<file path="src/hdl/tsav_pkg.sv">
//------------------------------------------------------------------------------
// tsav_pkg
// Constants and types of the transport stream audio/video PID finder.
//------------------------------------------------------------------------------
`default_nettype none

package tsav_pkg;

    localparam int PACKET_BYTES = 188;

    localparam int POS_W = 8;
    localparam int SID_POS_W = 9;
    localparam int PID_W = 13;
    localparam int DATA_W = 8;
    localparam int RESULT_W = 2 * PID_W + 3;
    localparam int RESULT_BYTES_W = ((RESULT_W + 7) / 8) * 8;

    localparam logic [DATA_W-1:0] SYNC_BYTE = 8'h47;
    localparam logic [DATA_W-1:0] MASK_UNIT_START = 8'h40;
    localparam logic [DATA_W-1:0] MASK_ADAPTATION = 8'h20;
    localparam logic [DATA_W-1:0] MASK_PID_HIGH = 8'h1F;

    localparam logic [DATA_W-1:0] SID_PRIVATE_1 = 8'hBD;
    localparam logic [DATA_W-1:0] SID_AUDIO_LO = 8'hC0;
    localparam logic [DATA_W-1:0] SID_AUDIO_HI = 8'hDF;
    localparam logic [DATA_W-1:0] SID_VIDEO_LO = 8'hE0;
    localparam logic [DATA_W-1:0] SID_VIDEO_HI = 8'hEF;

    // Byte positions within a packet header (sync byte at position zero).
    localparam logic [POS_W-1:0] POS_PID_HIGH = 8'd1;
    localparam logic [POS_W-1:0] POS_PID_LOW = 8'd2;
    localparam logic [POS_W-1:0] POS_ADAPT_CTRL = 8'd3;
    localparam logic [POS_W-1:0] POS_ADAPT_LEN = 8'd4;
    localparam logic [POS_W-1:0] POS_FIRST_PAYLOAD = 8'd5;
    localparam logic [POS_W-1:0] POS_LAST = POS_W'(PACKET_BYTES - 1);

    localparam logic [SID_POS_W-1:0] SID_POS_DEFAULT = 9'd7;
    localparam logic [SID_POS_W-1:0] SID_POS_ADAPT_BASE = 9'd8;
    localparam logic [SID_POS_W-1:0] SID_POS_LIMIT = SID_POS_W'(PACKET_BYTES);

    typedef struct packed {
        logic             audio_is_ac3;
        logic             audio_found;
        logic [PID_W-1:0] audio_pid;
        logic             video_found;
        logic [PID_W-1:0] video_pid;
    } tsav_result_t;

endpackage

`default_nettype wire

</file>
<file path="src/hdl/tsav_scan.sv">
//------------------------------------------------------------------------------
// tsav_scan
// Packet tracker and stream-id classifier; one byte per step.
//------------------------------------------------------------------------------
`default_nettype none

module tsav_scan (
    input  wire logic                         aclk,
    input  wire logic                         aresetn,
    input  wire logic                         step,
    input  wire logic [tsav_pkg::DATA_W-1:0]  data_byte,
    input  wire logic                         last_byte,
    output tsav_pkg::tsav_result_t            result
);
    import tsav_pkg::*;

    logic [POS_W-1:0]     pos_reg, pos_next;
    logic                 in_pkt_reg, in_pkt_next;
    logic                 unit_start_reg, unit_start_next;
    logic [PID_W-1:0]     pid_reg, pid_next;
    logic                 adapt_reg, adapt_next;
    logic [SID_POS_W-1:0] sid_pos_reg, sid_pos_next;
    logic [PID_W-1:0]     vpid_reg, vpid_next;
    logic [PID_W-1:0]     apid_reg, apid_next;
    logic                 vf_reg, vf_next;
    logic                 af_reg, af_next;
    logic                 ac3_reg, ac3_next;

    always_comb begin
        pos_next        = pos_reg;
        in_pkt_next     = in_pkt_reg;
        unit_start_next = unit_start_reg;
        pid_next        = pid_reg;
        adapt_next      = adapt_reg;
        sid_pos_next    = sid_pos_reg;
        vpid_next       = vpid_reg;
        apid_next       = apid_reg;
        vf_next         = vf_reg;
        af_next         = af_reg;
        ac3_next        = ac3_reg;

        if (!in_pkt_reg) begin
            if (data_byte == SYNC_BYTE) begin
                in_pkt_next     = 1'b1;
                pos_next        = '0;
                unit_start_next = 1'b0;
                adapt_next      = 1'b0;
                sid_pos_next    = SID_POS_DEFAULT;
            end
        end else begin
            pos_next = pos_reg + 1'b1;
            case (pos_next)
                POS_PID_HIGH: begin
                    unit_start_next = |(data_byte & MASK_UNIT_START);
                    pid_next = {data_byte[4:0], 8'h00};
                end
                POS_PID_LOW: begin
                    pid_next = {pid_reg[PID_W-1:DATA_W], data_byte};
                end
                POS_ADAPT_CTRL: begin
                    adapt_next   = |(data_byte & MASK_ADAPTATION);
                    sid_pos_next = SID_POS_DEFAULT;
                end
                POS_ADAPT_LEN: begin
                    if (adapt_reg) begin
                        sid_pos_next = {1'b0, data_byte} + SID_POS_ADAPT_BASE;
                    end
                end
                default: ;
            endcase

            // Classify on the stream-id byte, unless both streams are known.
            if (unit_start_next && pos_next >= POS_FIRST_PAYLOAD &&
                {1'b0, pos_next} == sid_pos_next && sid_pos_next < SID_POS_LIMIT &&
                !(vf_reg && af_reg)) begin
                if (data_byte inside {[SID_VIDEO_LO:SID_VIDEO_HI]}) begin
                    vpid_next = pid_next;
                    vf_next   = 1'b1;
                end else if (data_byte inside {[SID_AUDIO_LO:SID_AUDIO_HI]}) begin
                    apid_next = pid_next;
                    af_next   = 1'b1;
                    ac3_next  = 1'b0;
                end else if (data_byte == SID_PRIVATE_1) begin
                    apid_next = pid_next;
                    af_next   = 1'b1;
                    ac3_next  = 1'b1;
                end
            end

            if (pos_next >= POS_LAST) begin
                in_pkt_next = 1'b0;
            end
        end
    end

    always_comb begin
        result.video_pid    = vf_next ? vpid_next : '0;
        result.video_found  = vf_next;
        result.audio_pid    = af_next ? apid_next : '0;
        result.audio_found  = af_next;
        result.audio_is_ac3 = af_next & ac3_next;
    end

    always_ff @(posedge aclk) begin
        if (!aresetn || (step && last_byte)) begin
            pos_reg        <= '0;
            in_pkt_reg     <= 1'b0;
            unit_start_reg <= 1'b0;
            pid_reg        <= '0;
            adapt_reg      <= 1'b0;
            sid_pos_reg    <= SID_POS_DEFAULT;
            vpid_reg       <= '0;
            apid_reg       <= '0;
            vf_reg         <= 1'b0;
            af_reg         <= 1'b0;
            ac3_reg        <= 1'b0;
        end else if (step) begin
            pos_reg        <= pos_next;
            in_pkt_reg     <= in_pkt_next;
            unit_start_reg <= unit_start_next;
            pid_reg        <= pid_next;
            adapt_reg      <= adapt_next;
            sid_pos_reg    <= sid_pos_next;
            vpid_reg       <= vpid_next;
            apid_reg       <= apid_next;
            vf_reg         <= vf_next;
            af_reg         <= af_next;
            ac3_reg        <= ac3_next;
        end
    end

endmodule

`default_nettype wire

</file>
<file path="src/hdl/ts_av_pid_finder.sv">
//------------------------------------------------------------------------------
// ts_av_pid_finder
// Finds the video and audio PIDs in an MPEG-2 transport stream byte stream.
//------------------------------------------------------------------------------
// The block takes one transport stream byte per item and accepts a new item
// in every cycle unless a buffer end is being held back. It hunts for the
// sync byte, follows each packet of PACKET_BYTES bytes and, in packets that
// open a PES unit, reads the stream-id byte (skipping any adaptation field)
// to classify the packet's PID as video, MPEG audio or private stream 1
// (AC-3) audio. Later hits replace earlier ones until both a video and an
// audio PID are known. The item flagged with tlast ends the buffer: after it
// has been scanned, one result item carrying the found PIDs and flags is
// issued and the search starts afresh. An item passes through an input
// register and the scanner into the result register, which takes a buffer's
// result as the buffer's last byte leaves the input register. Only an item
// with tlast can be held back, and only while a previous result is still
// waiting to be taken; every other byte flows through at one item per cycle.
`default_nettype none

module ts_av_pid_finder (
    input  wire logic                                aclk,
    input  wire logic                                aresetn,
    // Input stream.
    input  wire logic                                s_axis_tvalid,
    output      logic                                s_axis_tready,
    input  wire logic [tsav_pkg::DATA_W-1:0]         s_axis_tdata, // [7:0] data_byte
    input  wire logic                                s_axis_tlast, // last_byte
    // Result stream.
    output      logic                                m_axis_tvalid,
    input  wire logic                                m_axis_tready,
    // [12:0] video_pid, [13] video_found, [26:14] audio_pid, [27] audio_found,
    // [28] audio_is_ac3, [31:29] zero
    output      logic [tsav_pkg::RESULT_BYTES_W-1:0] m_axis_tdata
);
    import tsav_pkg::*;

    logic              s1_valid_reg;
    logic [DATA_W-1:0] s1_data_reg;
    logic              s1_last_reg;
    logic              out_valid_reg;
    tsav_result_t      out_data_reg;
    tsav_result_t      scan_result;
    logic              out_free;
    logic              s1_fire;
    logic              in_accept;

    // The result register can take a new result when empty or being drained.
    assign out_free  = !out_valid_reg || m_axis_tready;
    // A plain byte always moves on; the buffer's last byte needs a free result slot.
    assign s1_fire   = s1_valid_reg && (!s1_last_reg || out_free);
    assign s_axis_tready = !s1_valid_reg || s1_fire;
    assign in_accept = s_axis_tvalid && s_axis_tready;

    always_ff @(posedge aclk) begin
        if (!aresetn) begin
            s1_valid_reg <= 1'b0;
        end else if (in_accept) begin
            s1_valid_reg <= 1'b1;
        end else if (s1_fire) begin
            s1_valid_reg <= 1'b0;
        end
    end

    always_ff @(posedge aclk) begin
        if (in_accept) begin
            s1_data_reg <= s_axis_tdata;
            s1_last_reg <= s_axis_tlast;
        end
    end

    tsav_scan u_scan (
        .aclk      (aclk),
        .aresetn   (aresetn),
        .step      (s1_fire),
        .data_byte (s1_data_reg),
        .last_byte (s1_last_reg),
        .result    (scan_result)
    );

    always_ff @(posedge aclk) begin
        if (!aresetn) begin
            out_valid_reg <= 1'b0;
        end else if (s1_fire && s1_last_reg) begin
            out_valid_reg <= 1'b1;
        end else if (m_axis_tready) begin
            out_valid_reg <= 1'b0;
        end
    end

    always_ff @(posedge aclk) begin
        if (s1_fire && s1_last_reg) begin
            out_data_reg <= scan_result;
        end
    end

    assign m_axis_tvalid = out_valid_reg;
    assign m_axis_tdata  = {{(RESULT_BYTES_W - RESULT_W){1'b0}}, out_data_reg};

endmodule

`default_nettype wire

</file>
<file path="config.mk">
export PLATFORM = sky130hd
export DESIGN_NAME = ts_av_pid_finder
export DESIGN_NICKNAME = d
export VERILOG_FILES = /design/src/hdl/tsav_pkg.sv /design/src/hdl/tsav_scan.sv /design/src/hdl/ts_av_pid_finder.sv
export SDC_FILE = /design/constraint.sdc
export NUM_CORES = 1
export LEC_CHECK = 0
export BUFFER_PORTS_ARGS = -buffer_cell sky130_fd_sc_hd__buf_2
export CAP_MARGIN = 20
export CORE_MARGIN = 2
export CORE_UTILIZATION = 40
export CTS_CLUSTER_SIZE = 40
export DETAILED_ROUTE_END_ITERATION = 8
export SLEW_MARGIN = 20
export SYNTH_ARGS = -nofsm -noshare
export SYNTH_HDL_FRONTEND = slang
export SYNTH_SLANG_ARGS = --single-unit
</file>
<file path="constraint.sdc">
create_clock -name aclk -period 5.2 [get_ports aclk]
set_input_delay 1.56 -clock aclk [delete_from_list [all_inputs] [get_ports aclk]]
set_output_delay 1.56 -clock aclk [all_outputs]
set_load 0.01 [all_outputs]
</file>
==> key figures, run 1 <==
Layout
  – Max reg flops: 29
  – Layout cell share with drive strength beyond 1: between 10% and 20%
  – Layout Nets: ~640
  – Antenna Diode Count: 0
  – Fin util: between 40% and 50%
  – Synth-to-layout area growth: 9.84%

Die
  – Starting density of the core: slightly above 40%
  – DIE AREA: 14,500 um^2
  – Die H: 121 um
  – Die X-Extent: approximately 120 um
  – CORE AREA: 13,200 um^2
  – Rows: 42
  – Ports: between 40 and 50

Placed design
  – Hpwl dp: 10,200 um
  – Port Buffer Count: 43
  – Global placer's final weighted congestion: 0.940

Global routing
  – Initial antenna violation count: 0
  – Total global routing overflow: 0
  – Gr busiest metal: met1
  – Met1 Track Usage GR: 30.6%
  – M3 GR Usage: under 10%
  – Gr usage total: just over 20%
  – M2 GR Usage: 29.8%
  – Maximum number of pins on one net before global-route repair: 56
  – First-pass GRT wire length: 23,300 um
  – Vias in the first global route: 4,266

Setup path
  – CP Max Fanout: 34
  – Crit end category: flop
  – Crit path kind: flop to flop
  – Crit path DAT: 4340 ps
  – Required @ worst endpoint: 5270 ps
  – R2r endpoint: m_axis_tdata[1]$_SDFFCE_PN0P_
  – Crit Reg-Reg Startpoint: u_scan.pos_reg[0]$_SDFFE_PP0P_
  – Reg2Reg Depth: 11
  – Reg2reg setup slack: around 900 ps
  – Startpoint types: flop

Timing
  – Setup TNS: 0 ps
  – Fin. Hold Viols: 0
  – Final period utilization: 82.2%
  – Max_slew headroom: a little over a third
  – Worst hold margin: 457 ps
  – # setup viols final: 0
  – RSZ-0062 raised after global routing: no
  – Worst Tran Pin Value: 973 ps
  – Achievable frequency: 234 MHz
  – Clock skew: 9.63 ps
  – Post-layout min period: roughly 4300 ps
  – Max Slew Vio Count: 0

Hold path
  – Hold Path Class: flop to flop
  – Hold endpoint: u_scan.pid_reg[6]$_SDFFE_PP0P_
  – HP Start: u_scan.pid_reg[6]$_SDFFE_PP0P_
  – Hold Path Cell Cnt: 2

Synthesis
  – Syn Std Cell Area: 5430 um^2
  – Cells after Synth: 602
  – Share of the synthesized area in the top cell type: between 20% and 30%
  – Avg Inst Size Synth: 9.02 um^2
  – Asr flop ratio synth: 0%
  – Yosys reg bits: 102
  – Synth area leader: dfxtp_1
  – Post-synth top cells: a21oi_1 (72), dfxtp_1 (64), nor2_1 (45)
  – Ys flop type: dfxtp_1
  – Synth Warn #: 0
  – Number of synthesized flops with an enable pin: 38
  – Synth unique cells: 70
  – Seq/Total Area, Yosys: 44.6%
  – Most common cell in the synthesized netlist: a21oi_1
  – Ranking of synthesized cells by area: dfxtp_1 (24%), edfxtp_1 (21%), a21oi_1 (6.6%)

Route
  – DR iter-0 viols: 479
  – Via count: 4,698
  – Final wirelength: 14,500 um
  – Antenna viol nets, final: 0
  – Post-route DRC: 0
  – Mean routed wirelength per cell: 18.2 um
  – Via/cell ratio: approximately 5.9
  – DRT Pass-1 Iters: 5

Power
  – Net load switching power: between 300 and 400 uW
  – P_leak: 0.00200 uW
  – Comb pwr share: 2.9%
  – Total Power: 1590 uW
  – Clock Power Share: 44.4%
  – Reg power frac: 52.8%
  – Sw Ratio: 23.2%
  – P per Cell Area: between 200 and 300 nW/um^2
  – Worst vdd ir: 0.241 mV
  – Int Pwr: between 1000 and 1500 uW

Clocking
  – # hold bufs at CTS: 0
  – CTS tree: done
  – Clock root buffer: clkbuf_16
  – Clock tree sinks: 102
  – Total CTS buffers: 9
  – Post-CTS Setup Inserts: 0
  – Clock slew at reported path FFs: ~70 ps
  – Clk Latency, worst-skew pair: 360 ps
  – Htree depth: 3
  – Post-CTS sizing: 0
  – Max Root-Sink Buffers: 2

Run status
  – Status: completed

Flow run
  – Maxcap violations: 0
routing by layer:
layer / vias to the layer above / wire length, um / share of wire [%]
met5: - / 0 / 0
met4: 0 / 181 / 1.2
met3: 14 / 981 / 6.8
met2: 168 / 6370 / 44
met1: 2268 / 6970 / 48
li1: 2248 / - / -
cells by family after synthesis:
| logic type | share of synthesized area (%) |
|---|---|
| compound gates | 21.7 |
| fa+ha+maj | 1.61 |
| xor+xnor | 1.77 |
| simple gates | 24.2 |
| buf+inv | 5.58 |
| other cells | 0.0691 |
| mux | 0.415 |
| flops | 44.6 |
power groups by stage:
stage          clock, uW  combinational [uW]  sequential, uW
2_1_floorplan          0                30.5             855
3_3_place_gp           0                45.4             859
3_5_place_dp           0                45.5             860
4_1_cts              720                45.7             841
5_1_grt              757                49.8             842
6_report             708                45.5             841
how the worst max path moves through the flow:
stage	from	end
finish	u_scan.pos_reg[0]$_SDFFE_PP0P_	m_axis_tdata[1]$_SDFFCE_PN0P_
global route	u_scan.pos_reg[0]$_SDFFE_PP0P_	m_axis_tdata[10]$_SDFFCE_PN0P_
CTS	u_scan.pos_reg[0]$_SDFFE_PP0P_	m_axis_tdata[1]$_SDFFCE_PN0P_
detailed placement	u_scan.pos_reg[0]$_SDFFE_PP0P_	m_axis_tdata[1]$_SDFFCE_PN0P_
global placement	u_scan.pos_reg[0]$_SDFFE_PP0P_	m_axis_tdata[11]$_SDFFCE_PN0P_
floorplan	m_axis_tready	s_axis_tready
per-stage QoR:
stage | worst slack [ps] | area [um^2] | cells
global route | 552 | 5960 | 797
global placement | 1080 | 5660 | 781
floorplan | 1730 | 5440 | 604
finish | 924 | 5960 | 797
detailed placement | 935 | 5660 | 781
CTS | 934 | 5960 | 797
area by class of cell:
cell class	instances	area, um^2
clock inverters	7	82.6
inverters	13	48.8
repair buffers	48	253
clock buffers	9	225
flip-flops and latches	102	2420
multi-input cells	442	2710
fillers	1324	7280
well taps	176	220
critical path, stage by stage (launching register included):
cell,delay [ps]
dfxtp_1,480
ha_1,360
nand2_1,190
o21a_1,260
o32ai_4,580
o21ai_0,240
a21boi_0,290
o31ai_1,180
and2_1,170
buf_4,230
a31oi_2,840
nor3_1,140
placed cells by master, fill, tap and decap left out, types with 3 or more instances in the layout:
| cell | count |
|---|---|
| nor3_2 | 20 |
| nor3_1 | 41 |
| nand4_1 | 6 |
| xnor2_1 | 5 |
| edfxtp_1 | 38 |
| or3_1 | 3 |
| o21ai_1 | 8 |
| o21a_1 | 3 |
| buf_4 | 5 |
| inv_1 | 12 |
| nand3_1 | 36 |
| nor2_1 | 45 |
| a311oi_1 | 3 |
| nor4_1 | 3 |
| buf_2 | 43 |
| a21boi_0 | 3 |
| clkbuf_16 | 9 |
| a21oi_1 | 72 |
| nor4_4 | 3 |
| a22o_1 | 13 |
| a22oi_1 | 10 |
| a211oi_1 | 5 |
| a31oi_1 | 4 |
| o22ai_1 | 3 |
| o21ai_0 | 37 |
| and3_1 | 6 |
| ha_1 | 7 |
| and2_1 | 8 |
| o31ai_1 | 3 |
| xor2_1 | 6 |
| dfxtp_1 | 64 |
| conb_1 | 3 |
| nand2_1 | 44 |
Note: power is estimated with default switching activity, not from simulation.
==> run 2: changes to the inputs <==
clock period = 4.2 ns   (was 5.2 ns; I/O delays follow)
==> run 2 against run 1 <==
Effect of this change: clock power increased by 11%; via count rose by 1.5%; core utilization up 0.65 points; sequential share of layout area is 0.58 points lower; die area is the same; register-to-register slack worse by 630 ps; largest power group unchanged; maximum frequency is 9.5% higher; critical path depth up 1; routed wire length stayed put.
==> key figures, run 2 (synthesized netlist as in run 1, its figures left out) <==
Run status
  – Status: completed

Setup path
  – Crit path DAT: 4010 ps (-330 ps)
  – CP Max Fanout: 10 (-71%)
  – Crit end category: flop
  – Required @ worst endpoint: 4310 ps (-960 ps)
  – Crit path kind: flop to flop
  – Startpoint types: flop

Route
  – DR iter-0 viols: 469 (-2.1%)
  – Via count: 4,770 (+1.5%)
  – Via/cell ratio: 5.87 (-0.34%)
  – Final wirelength: 14,500 um (unchanged)
  – Mean routed wirelength per cell: 17.9 um (-1.8%)
  – DRT Pass-1 Iters: 5 (unchanged)
  – Post-route DRC: 0 (unchanged)
  – Antenna viol nets, final: 0 (unchanged)

Die
  – CORE AREA: 13,200 um^2 (unchanged)
  – Ports: 47 (unchanged)
  – Rows: 42 (unchanged)
  – Die X-Extent: 121 um (unchanged)
  – Starting density of the core: 41.0% (unchanged)
  – DIE AREA: 14,500 um^2 (unchanged)
  – Die H: 121 um (unchanged)

Clocking
  – CTS tree: done
  – Max Root-Sink Buffers: 2 (unchanged)
  – Post-CTS sizing: 0 (unchanged)
  – Htree depth: 3 (unchanged)
  – # hold bufs at CTS: 0 (unchanged)
  – Total CTS buffers: 9 (unchanged)
  – Clock tree sinks: 102 (unchanged)
  – Clk Latency, worst-skew pair: 360 ps (about the same)
  – Post-CTS Setup Inserts: 0 (unchanged)
  – Clock root buffer: clkbuf_16
  – Clock slew at reported path FFs: 70 ps (about the same)

Layout
  – Max reg flops: 29 (unchanged)
  – Layout Nets: 651 (+2.4%)
  – Fill count: 1,310 (-1.1%)
  – Fin util: 45.7% (+0.65 points)
  – Commonest cells after routing, fill and taps aside: a21oi_1 (72), dfxtp_1 (64), nor2_1 (45), nand2_1 (44), buf_2 (43)
  – Layout cell share with drive strength beyond 1: 19.2% (+1.8 points)
  – FF/Latch Area: 2420 um^2 (unchanged)
  – Antenna Diode Count: 0 (unchanged)
  – Most common cell after layout, fill and taps aside: a21oi_1
  – Synth-to-layout area growth: 11.4%
  – Area of the multi-input gates: 2710 um^2 (unchanged)

Global routing
  – M3 GR Usage: 2.92% (-1.9 points)
  – First-pass GRT wire length: 23,000 um (-1.1%)
  – Initial antenna violation count: 0 (unchanged)
  – Total global routing overflow: 0 (unchanged)
  – Met1 Track Usage GR: 29.1% (-1.5 points)
  – Gr busiest metal: met2
  – Vias in the first global route: 4,262 (-0.094%)
  – Maximum number of pins on one net before global-route repair: 56 (unchanged)
  – M2 GR Usage: 30.6% (+0.81 points)
  – Gr usage total: 20.2% (-0.41 points)

Power
  – Worst vdd ir: 0.145 mV (-40%)
  – Total Power: 1890 uW (+18%)
  – P_leak: 0.00206 uW (+2.9%)
  – P per Cell Area: 312 nW/um^2 (+17%)

Timing
  – Setup TNS: 0 ps (unchanged)
  – Final period utilization: 92.9% (+11 points)
  – Max Slew Vio Count: 0 (unchanged)
  – Worst Tran Pin Value: 848 ps (-125 ps)
  – # setup viols final: 0 (unchanged)
  – Max_slew headroom: 43.2% (+8.3 points)
  – Achievable frequency: 256 MHz (+9.5%)
  – Fin. Hold Viols: 0 (unchanged)
  – Clock skew: 9.13 ps (-0.498 ps)
  – RSZ-0062 raised after global routing: no
  – Post-layout min period: 3900 ps (-372 ps)
  – Worst hold margin: 455 ps (-1.87 ps)

Placed design
  – Hpwl dp: 10,300 um (+1.3%)
  – Port Buffer Count: 43 (unchanged)
  – Global placer's final weighted congestion: 0.914 (-2.7%)

Hold path
  – Hold Path Class: flop to flop

Flow run
  – Maxcap violations: 0 (unchanged)
==> run 2: changes by cell type in the layout (fill, tap and decap cells not counted), sizes merged <==
| cell | previous run | this run |
|---|---|---|
| buf | 48 | 63 |
| bufinv | 1 | 0 |
| clkinv | 3 | 4 |
| clkinvlp | 0 | 1 |
| inv | 16 | 15 |
==> run 2: critical path: stages (launching register included) <==
cell,delay [ps]
dfxtp_1,460
ha_1,360
nand2_1,210
o21a_1,280
o32ai_4,350
buf_4,210
nor3_1,60
o21ai_0,400
o2111ai_2,320
or4_1,580
buf_4,210
nor3_2,180
nor3_2,50
==> run 2: path summary, 6_finish.rpt <==
check                                       from                        endpoint  slack [ps]  cells past startpoint
setup / recovery  u_scan.pos_reg[0]$_SDFFE_PP0P_  m_axis_tdata[11]$_SDFFCE_PN0P_         300                     12
hold / removal    u_scan.pid_reg[0]$_SDFFE_PP0P_  u_scan.pid_reg[0]$_SDFFE_PP0P_         460                      2
setup reg to reg  u_scan.pos_reg[0]$_SDFFE_PP0P_  m_axis_tdata[11]$_SDFFCE_PN0P_         300                     12
hold reg to reg   u_scan.pid_reg[0]$_SDFFE_PP0P_  u_scan.pid_reg[0]$_SDFFE_PP0P_         460                      2
==> run 2: area by class of cell <==
class	count	share of cell area (%)
flip-flops and latches	102	40.0
inverters	13	0.806
well taps	176	3.64
multi-input cells	442	44.8
repair buffers	63	6.16
clock buffers	9	3.72
clock inverters	7	0.806
==> run 2: power breakdown <==
part	total (uW)	internal, uW	switching [uW]
registers	1040	1030	12.4
logic	57.9	16.0	42.0
clock network	788	404	384
==> run 2: metal layers <==
layer / share of wire, % / vias to the layer above / routed length [um]
met5: 0 / - / 0
met4: 2.2 / 0 / 317
met3: 5.2 / 22 / 750
met2: 45 / 166 / 6490
met1: 48 / 2307 / 6950
li1: - / 2275 / -
==> run 2: per-stage QoR <==
step                cell area [um^2]  cells  worst slack [ps]
floorplan                       5440    604               736
global placement                5760    795               439
detailed placement              5780    796               348
CTS                             6050    812               337
global route                    6050    812              37.2
finish                          6050    812               296
